`src/hdl/glpd_pkg.sv`:
```
package glpd_pkg;

   localparam int COUNT_W = 9;

   localparam logic REQ_BYTE = 1'b0;
   localparam logic REQ_PULL = 1'b1;

   localparam logic [2:0] CSR_MIN_CODE_SIZE     = 3'd0;
   localparam logic [2:0] CSR_SCREEN_WIDTH      = 3'd1;
   localparam logic [2:0] CSR_FRAME_LEFT        = 3'd2;
   localparam logic [2:0] CSR_FRAME_TOP         = 3'd3;
   localparam logic [2:0] CSR_FRAME_WIDTH       = 3'd4;
   localparam logic [2:0] CSR_FRAME_HEIGHT      = 3'd5;
   localparam logic [2:0] CSR_INTERLACED        = 3'd6;
   localparam logic [2:0] CSR_TRANSPARENT_INDEX = 3'd7;

   typedef enum logic [1:0] {
      PH_START,
      PH_RUN,
      PH_DRAIN,
      PH_DONE
   } phase_type;

   typedef enum logic [3:0] {
      ST_IDLE,
      ST_UNPACK,
      ST_TAKE,
      ST_LEN_RD,
      ST_LEN_USE,
      ST_WALK_RD,
      ST_WALK_USE,
      ST_DIVIDE,
      ST_MAP,
      ST_ADDR,
      ST_COMMIT,
      ST_FINISH
   } ctrl_state_type;

   typedef struct packed {
      logic accept;
      logic byte_in;
      logic unpack_step;
      logic take;
      logic rd_walk;
      logic len_use;
      logic walk_use;
      logic map;
      logic addr;
      logic commit;
      logic load;
   } ctrl_cmd_type;

   typedef struct packed {
      logic byte_unpack;
      logic walk_active;
      logic unpack_go;
      logic code_ready;
      logic take_len;
      logic div_busy;
   } dp_status_type;

endpackage

```
`src/hdl/glpd_ctrl.sv`:
```
module glpd_ctrl
   import glpd_pkg::*;
(
   input  logic          clock,
   input  logic          reset,
   input  logic          req_valid,
   input  logic          req_type,
   output logic          req_stall,
   output logic          rsp_valid,
   input  logic          rsp_stall,
   input  dp_status_type status,
   output ctrl_cmd_type  cmd
);

   ctrl_state_type state_ff, state_in;
   logic           rsp_valid_ff, rsp_valid_in;

   always_ff @(posedge clock) begin
      if (reset) begin
         state_ff     <= ST_IDLE;
         rsp_valid_ff <= 1'b0;
      end else begin
         state_ff     <= state_in;
         rsp_valid_ff <= rsp_valid_in;
      end
   end

   always_comb begin
      state_in  = state_ff;
      cmd       = '0;
      req_stall = state_ff != ST_IDLE;
      unique case (state_ff)
         ST_IDLE: begin
            if (req_valid) begin
               cmd.accept = 1'b1;
               if (req_type == REQ_BYTE) begin
                  cmd.byte_in = 1'b1;
                  state_in    = status.byte_unpack ? ST_UNPACK : ST_FINISH;
               end else begin
                  state_in = status.walk_active ? ST_WALK_RD : ST_FINISH;
               end
            end
         end
         ST_UNPACK: begin
            if (!status.unpack_go) begin
               state_in = ST_FINISH;
            end else begin
               cmd.unpack_step = 1'b1;
               if (status.code_ready) begin
                  state_in = ST_TAKE;
               end
            end
         end
         ST_TAKE: begin
            cmd.take = 1'b1;
            state_in = status.take_len ? ST_LEN_RD : ST_UNPACK;
         end
         ST_LEN_RD:  state_in = ST_LEN_USE;
         ST_LEN_USE: begin
            cmd.len_use = 1'b1;
            state_in    = ST_UNPACK;
         end
         ST_WALK_RD: begin
            cmd.rd_walk = 1'b1;
            state_in    = ST_WALK_USE;
         end
         ST_WALK_USE: begin
            cmd.walk_use = 1'b1;
            state_in     = ST_DIVIDE;
         end
         ST_DIVIDE: begin
            if (!status.div_busy) begin
               state_in = ST_MAP;
            end
         end
         ST_MAP: begin
            cmd.map  = 1'b1;
            state_in = ST_ADDR;
         end
         ST_ADDR: begin
            cmd.addr = 1'b1;
            state_in = ST_COMMIT;
         end
         ST_COMMIT: begin
            // a finished string resumes unpacking of the held byte
            cmd.commit = 1'b1;
            state_in   = ST_UNPACK;
         end
         ST_FINISH: begin
            if (!rsp_valid_ff || !rsp_stall) begin
               cmd.load = 1'b1;
               state_in = ST_IDLE;
            end
         end
         default: state_in = ST_IDLE;
      endcase
   end

   always_comb begin
      rsp_valid_in = rsp_valid_ff;
      if (cmd.load) begin
         rsp_valid_in = 1'b1;
      end else if (!rsp_stall) begin
         rsp_valid_in = 1'b0;
      end
   end

   assign rsp_valid = rsp_valid_ff;

endmodule

```
`config.mk`:
```
export PLATFORM = sky130hd
export DESIGN_NAME = glpd_ctrl
export DESIGN_NICKNAME = d
export VERILOG_FILES = /design/src/hdl/glpd_pkg.sv /design/src/hdl/glpd_ctrl.sv
export SDC_FILE = /design/constraint.sdc
export NUM_CORES = 1
export LEC_CHECK = 0
export ABC_AREA = 1
export BUFFER_PORTS_ARGS = -buffer_cell sky130_fd_sc_hd__buf_2
export CORE_UTILIZATION = 35
export CTS_BUF_LIST = sky130_fd_sc_hd__clkbuf_8
export DETAILED_ROUTE_END_ITERATION = 7
export HOLD_SLACK_MARGIN = 0.12
export PLACE_DENSITY = 0.62
export SLEW_MARGIN = 40
export SYNTH_ARGS = -nofsm -noshare
export SYNTH_HDL_FRONTEND = slang
export SYNTH_SLANG_ARGS = --single-unit
```
`constraint.sdc`:
```
create_clock -name clock -period 1.2 [get_ports clock]
set_input_delay 0.24 -clock clock [delete_from_list [all_inputs] [get_ports clock]]
set_output_delay 0.24 -clock clock [all_outputs]
set_load 0.02 [all_outputs]
```
* Word level (Yosys, flattened, before mapping)
Cells that the tools add are included.
** Operators by class
- Multiplexer cells :: 26
- Equality and inequality tests :: 16
- Reduce and logical (&&, ||, !) cells :: 7
** Operators by type and width (number)
- $pmux W4 S11 :: 1
- $mux W4 :: 8
- $eq A4 B3 Y1 const B :: 4
- $eq A4 B4 Y1 const B :: 4
- $mux W1 :: 14
- $eq A4 B2 Y1 const B :: 2
- $mux W2 :: 3
- $ne A2 B2 Y1 const B :: 3
- $eq A4 B1 Y1 const B :: 1
- $logic_not A4 Y1 :: 1
- $reduce_and A4 Y1 :: 1
- $reduce_bool A4 Y1 :: 1
- $ne A3 B3 Y1 const B :: 1
- $logic_not A1 Y1 :: 2
- $ne A2 B1 Y1 const B :: 1
- $reduce_or A2 Y1 :: 1
- $logic_or A1 B1 Y1 :: 1
** Storage, ports and cells
- Register bits after elaboration :: 5
- Logic and storage cells :: 51
- Input port bits :: 11

* Depth between registers and ports, before layout
Gate-level depths: netlist of the first run.
- Depth in word-level cells :: 5
- Mapped depth :: 9

* Least setup slack after synthesis of the first run
No wires, ideal clock.
- Path kind :: flip-flop to output port
- Start point :: reg state_ff[1]
- End point :: out cmd[9] (netlist name)
- Arrival time :: 1225 ps
- Cell stages (with the launch flop) :: 4
- Setup slack :: -265 ps
- Buffers on the path :: 0
- Cells stage by stage :: dfxtp_1 nor2_1 nand2_2 nor3_1
** RTL lines
- start, declared :: RTL line glpd_ctrl.sv:15 : ctrl_state_type state_ff, state_in;
- start signal, assigned :: RTL line glpd_ctrl.sv:23 : state_ff <= state_in;
- end, declared :: RTL line glpd_ctrl.sv:12 : output ctrl_cmd_type cmd

==> impl_metrics.toml, run 1 <==
[pwr]
powerDensity_mw_per_mm2 = 2720
intPower_uw = 1660
p_sw_share_pct = 49.2
peakVddDrop_mv = 2.07
pwr-share-comb_pct = 77.8
power.share.clock_pct = 9.3
p_leak_uw = 0.000575
switchingPower_uw = 1610
power_frac_seq_pct = 12.9
total_power_uw = 3280

[sta]
fin_crit_ns = 1.43
worst_slack_ns = -0.230
setup_tns_ns = -2.06
final-max-slew-violation-count = 0
relSlewSlack_pct = 82.3
timing.hold.ws_ns = 0.185
grt_setup_unrepaired = "yes"
fin_crit_sh_pct = 119
skew_ns = 0.000500
hold_viol_final = 0
worstMarginPinSlew_ns = 0.265
fmax_ghz = 0.699
setup_viol = 16

[placement]
dp_slack_ns = -0.0369
place_area_um2 = 752
dpl.hpwl_um = 1090
place_congestion = 0.772
numPortBuffers = 23

[synthesis]
avgSynthCellArea_um2 = 5.43
syn-num-nets = 103
ys_seq_elements = 5
netlist_instances = 92
synth_cell_types = 19
yosysSeqAreaShare_pct = 20.1
syn_area_um2 = 499
ys_warn_count = 0

[worst_setup_path]
crit_path_max_incr_delay_ns = 0.39
required_ns = 0.96
cp_top_family = "flip-flops"
path_class = "reg2out"
crit_slowest_cell = "dfxtp_4"
path_buf_inv = 3
critPathCaptureType = "output pin"
arrival_ns = 1.19
worstPathMaxFanout = 4
cp_cell_sequence = "inv_4 -> nor2_4 -> inv_2 -> nor2_2 -> buf_6"
cp-start-kind = "register"

[status]
violations = "negative setup slack"
outcome = "complete, but fails checks"

[job]
drv_cap = 0

[clocking]
cts_buffers = 3
clk_pin_slew_worst_paths_ns = 0.03
insertion_delay_ns = 0.22
holdBufCountCts = 0
cts.sinks = 5
root_buffer = "clkbuf_8"
htree_levels = 1
cts_tree = "built"
cts_buffer_depth = 2

[drt]
via_per_inst = 5.29
totalWireLength_um = 2490
drc = 0
dr.pass1.iters = 4
ant_nets = 0
vias = 826
wl_per_cell_um = 16.0
drt_iter0_drc = 13

[global_routing]
grt_pass1_vias = 582
grt_max_degree = 6
grt-ovfl-total = 0
antenna_found_initial = 0
grt_pass1_wl_um = 2320
grt_usage_pct = 22.5

[layout]
drive_above_1_share_pct = 75.2
n_antenna_cell = 0
fin_area_mm2 = 0.00121
mostFrequentLayoutCells = "buf_6 (23), buf_4 (12), nor2_4 (11), buf_2 (11), nand2_1 (10)"
area_growth_pct = 142
fin_nets = 153
final_common_cell = "buf_6"

[floorplanning]
fp-row-count = 13
die_area_mm2 = 0.00158
start_util_pct = 37.9
core_mm2 = 0.00132
die_y_um = 39.8
die_w_um = 39.8
ios = 24

[worst_hold_path]
hold_path_class = "in2reg"
==> area by class of cell <==
class	instances	area, µm²
Inverter	20	90.1
Tap cell	15	18.8
Sequential cell	5	115
Multi-Input combinational cell	66	533
Clock inverter	1	3.75
Fill cell	53	111
Timing Repair Buffer	46	404
Clock buffer	3	41.3
==> flip-flops by register name, indices dropped and copies added (netlist names) <==
signal,flops
state_ff,4
rsp_valid,1
==> final timing paths <==
check / start / to / slack (ns) / depth (start not counted)
min: reset / rsp_valid / 0.19 / 2
min reg2reg: rsp_valid / rsp_valid / 0.51 / 2
max: state_ff[3] / cmd[1] / -0.23 / 5
max reg2reg: state_ff[3] / state_ff[1] / -0.06 / 9
==> kinds of logic after synthesis <==
kind of cell           after synthesis  share of synthesized area, %
AO/OA/AOI/OAI                        8                          8.77
flip-flops                           5                          20.1
AND/OR/NAND/NOR                     58                          54.6
buffers and inverters               21                          16.5
==> stage by stage <==
stage / utilization (%) / std cells
finish: 91.5 / 156
global route: 91.5 / 156
CTS: 74.3 / 154
detailed placement: 57.1 / 143
global placement: 57.1 / 143
floorplan: - / 92
==> what timing repair did <==
item | 4_1_cts | 5_1_grt
setup buffers | 7 | 2
setup endpoints to repair | 16 | 16
resized for setup | 46 | 56
pin swaps | 10 | 22
==> synth_stat cells <==
cell / n / area [µm²]
o21ai_0: 4 / 20.0
nor2_4: 1 / 11.3
nor3_1: 1 / 5.00
dfxtp_1: 5 / 100
inv_1: 12 / 45.0
a21oi_2: 1 / 8.76
nand4_1: 1 / 6.26
nand2_1: 17 / 63.8
nor2_1: 23 / 86.3
inv_2: 7 / 26.3
nand2_4: 1 / 11.3
nand3_2: 2 / 20.0
nand2_2: 4 / 25.0
nor2_2: 2 / 12.5
nor4_1: 1 / 6.26
nand3_1: 5 / 25.0
clkinv_1: 1 / 3.75
buf_4: 1 / 7.51
a21oi_1: 3 / 15.0
==> power by group through the flow <==
stage	clock network (µW)	logic [µW]	registers [µW]
5_1_grt	321	2680	434
3_3_place_gp	0	1340	320
6_report	305	2550	424
3_5_place_dp	0	1340	320
4_1_cts	308	1810	391
2_1_floorplan	0	828	319
==> per-layer routing <==
layer | GRT usage [%] | share of wire [%]
met5 | 0 | 0
met1 | 26.8 | 37
met2 | 39.8 | 52
met3 | 1.70 | 7.1
met4 | 10.3 | 4.4
==> worst reg2reg max path, cell delays in order (launching register included) <==
cell	delay, ns
dfxtp_4	0.36
nor2_4	0.19
buf_6	0.13
nand2_4	0.05
buf_6	0.11
nor2_2	0.10
nor2_1	0.06
nand2_1	0.07
nor2_1	0.04
nor2_1	0.08
Power figures use the tool's default switching activity.
==> run 2: changes to the inputs <==
--- a/config.mk
+++ b/config.mk
@@ -14,2 +14,3 @@
 export PLACE_DENSITY = 0.62
+export SKIP_LAST_GASP = 1
 export SLEW_MARGIN = 40
==> constraint.sdc (replaced) <==
create_clock -name clock -period 1.2 [get_ports clock]
set_input_delay 0.18 -clock clock [delete_from_list [all_inputs] [get_ports clock]]
set_output_delay 0.18 -clock clock [all_outputs]
set_load 0.02 [all_outputs]
==> run 2 against run 1 <==
Compared with the run above:
- the flow still finishes with violations (negative setup slack)
- combinational power fell by 33%
- die area did not move
- fmax rose by 8.3%
- flip-flop and latch count did not move
- sequential power fell by 7.8%
- hold slack got worse by 0.058 ns
==> impl_metrics.toml, run 2 (synthesis gave the netlist of run 1 again) <==
[floorplanning]
fp-row-count = 13
die_w_um = 39.8
start_util_pct = 37.9
die_area_mm2 = 0.00158
ios = 24
die_y_um = 39.8
core_mm2 = 0.00132

[sta]
relSlewSlack_pct = 87.2
fin_crit_sh_pct = 110
fmax_ghz = 0.757
setup_viol = 16
hold_viol_final = 0
worstMarginPinSlew_ns = 0.190
final-max-slew-violation-count = 0
worst_slack_ns = -0.120
grt_setup_unrepaired = "yes"
fin_crit_ns = 1.32
skew_ns = 0.00147
setup_tns_ns = -1.12

[clocking]
holdBufCountCts = 0
cts_buffer_depth = 2
cts_tree = "built"
clk_pin_slew_worst_paths_ns = 0.03
cts_buffers = 3
htree_levels = 1
root_buffer = "clkbuf_8"
insertion_delay_ns = 0.22
cts.sinks = 5

[worst_setup_path]
cp_cell_sequence = "nand2_1 -> inv_2 -> nand2_2 -> nor2_2 -> buf_6"
cp_top_family = "flip-flops"
path_class = "reg2out"
crit_path_max_incr_delay_ns = 0.37
critPathCaptureType = "output pin"
required_ns = 1.02
crit_slowest_cell = "dfxtp_4"
worstPathMaxFanout = 5
arrival_ns = 1.14
path_buf_inv = 2
cp-start-kind = "register"

[drt]
totalWireLength_um = 1670
drt_iter0_drc = 17
via_per_inst = 4.72
vias = 699
drc = 0
ant_nets = 0
wl_per_cell_um = 11.3
dr.pass1.iters = 4

[layout]
fin_nets = 145
area_growth_pct = 82.5
ff_latch_area_um2 = 115
n_antenna_cell = 0
multiInputGateArea_um2 = 380
fillers = 118
mostFrequentLayoutCells = "buf_4 (21), nor2_1 (16), nand2_1 (15)"
final_common_cell = "buf_4"
regMostFlops = "state_ff"
drive_above_1_share_pct = 57.9
largest_reg_flops = 4

[global_routing]
grt_pass1_vias = 584
grt_pass1_wl_um = 2200
grt-ovfl-total = 0
grt_max_degree = 7
grt_usage_pct = 20.8
antenna_found_initial = 0

[status]
violations = "negative setup slack"
outcome = "complete, but fails checks"

[placement]
numPortBuffers = 23
place_congestion = 0.879
dpl.hpwl_um = 1000

[worst_hold_path]
hold_path_class = "in2reg"

[pwr]
total_power_uw = 2410
peakVddDrop_mv = 1.37
p_leak_uw = 0.000493
powerDensity_mw_per_mm2 = 2650

[job]
drv_cap = 0
==> run 2: cell types whose count changed in the layout (fill, tap and decap cells not counted), sizes merged <==
cell | before | now
buf | 46 | 38
==> run 2: worst register-to-register path: stages, from the launching register on <==
cell	delay [ns]
dfxtp_4	0.37
nor2_4	0.18
buf_4	0.15
nand3_2	0.10
nand2_2	0.11
inv_2	0.05
nand2_4	0.09
inv_2	0.04
a21oi_2	0.10
==> run 2: where the power goes <==
part / switching (µW) / internal (µW) / leakage, µW
registers: 129 / 263 / 0.0000437
clock network: 80.3 / 219 / 0.0000269
logic: 939 / 781 / 0.000422
==> run 2: worst paths after layout <==
check,to,slack (ns),cells past startpoint,startpoint
setup reg to reg,state_ff[0],-0.08,8,state_ff[2]
hold / removal,rsp_valid,0.13,2,reset
setup / recovery,cmd[0],-0.12,5,state_ff[0]
hold reg to reg,rsp_valid,0.49,2,rsp_valid
==> run 2: what timing repair did <==
item / CTS / global route
setup endpoints to repair: 16 / 16
resized for setup: 30 / 13
setup buffers: 8 / 1
pin swaps: 7 / 6
==> run 2: cell type report <==
class,count,area share [%]
clock buffer,3,4.53
clock inverter,1,0.412
multi-input combinational,66,41.8
timing repair buffer,38,30.1
tap,15,2.06
inverter,20,8.52
sequential,5,12.6
==> run 2: per-stage QoR <==
step                      area, µm²  hold slack, ns  utilization, %  std cells  worst slack [ns]
after global placement          684           0.354            51.9        135           -0.0519
final                           911           0.127            69.1        148            -0.120
after detailed placement        684           0.358            51.9        135           -0.0440
after CTS                       868           0.125            65.9        147           -0.0893
after global routing            911           0.127            69.1        148            -0.176
after floorplan                 513           0.249               -         92           -0.0412
==> run 2: layer usage <==
| metal | part of all wire (%) | track usage, % |
|---|---|---|
| met5 | 0 | 0 |
| met4 | 0.96 | 9.48 |
| met3 | 3.5 | 3.98 |
| met2 | 50 | 38.9 |
| met1 | 46 | 21.7 |
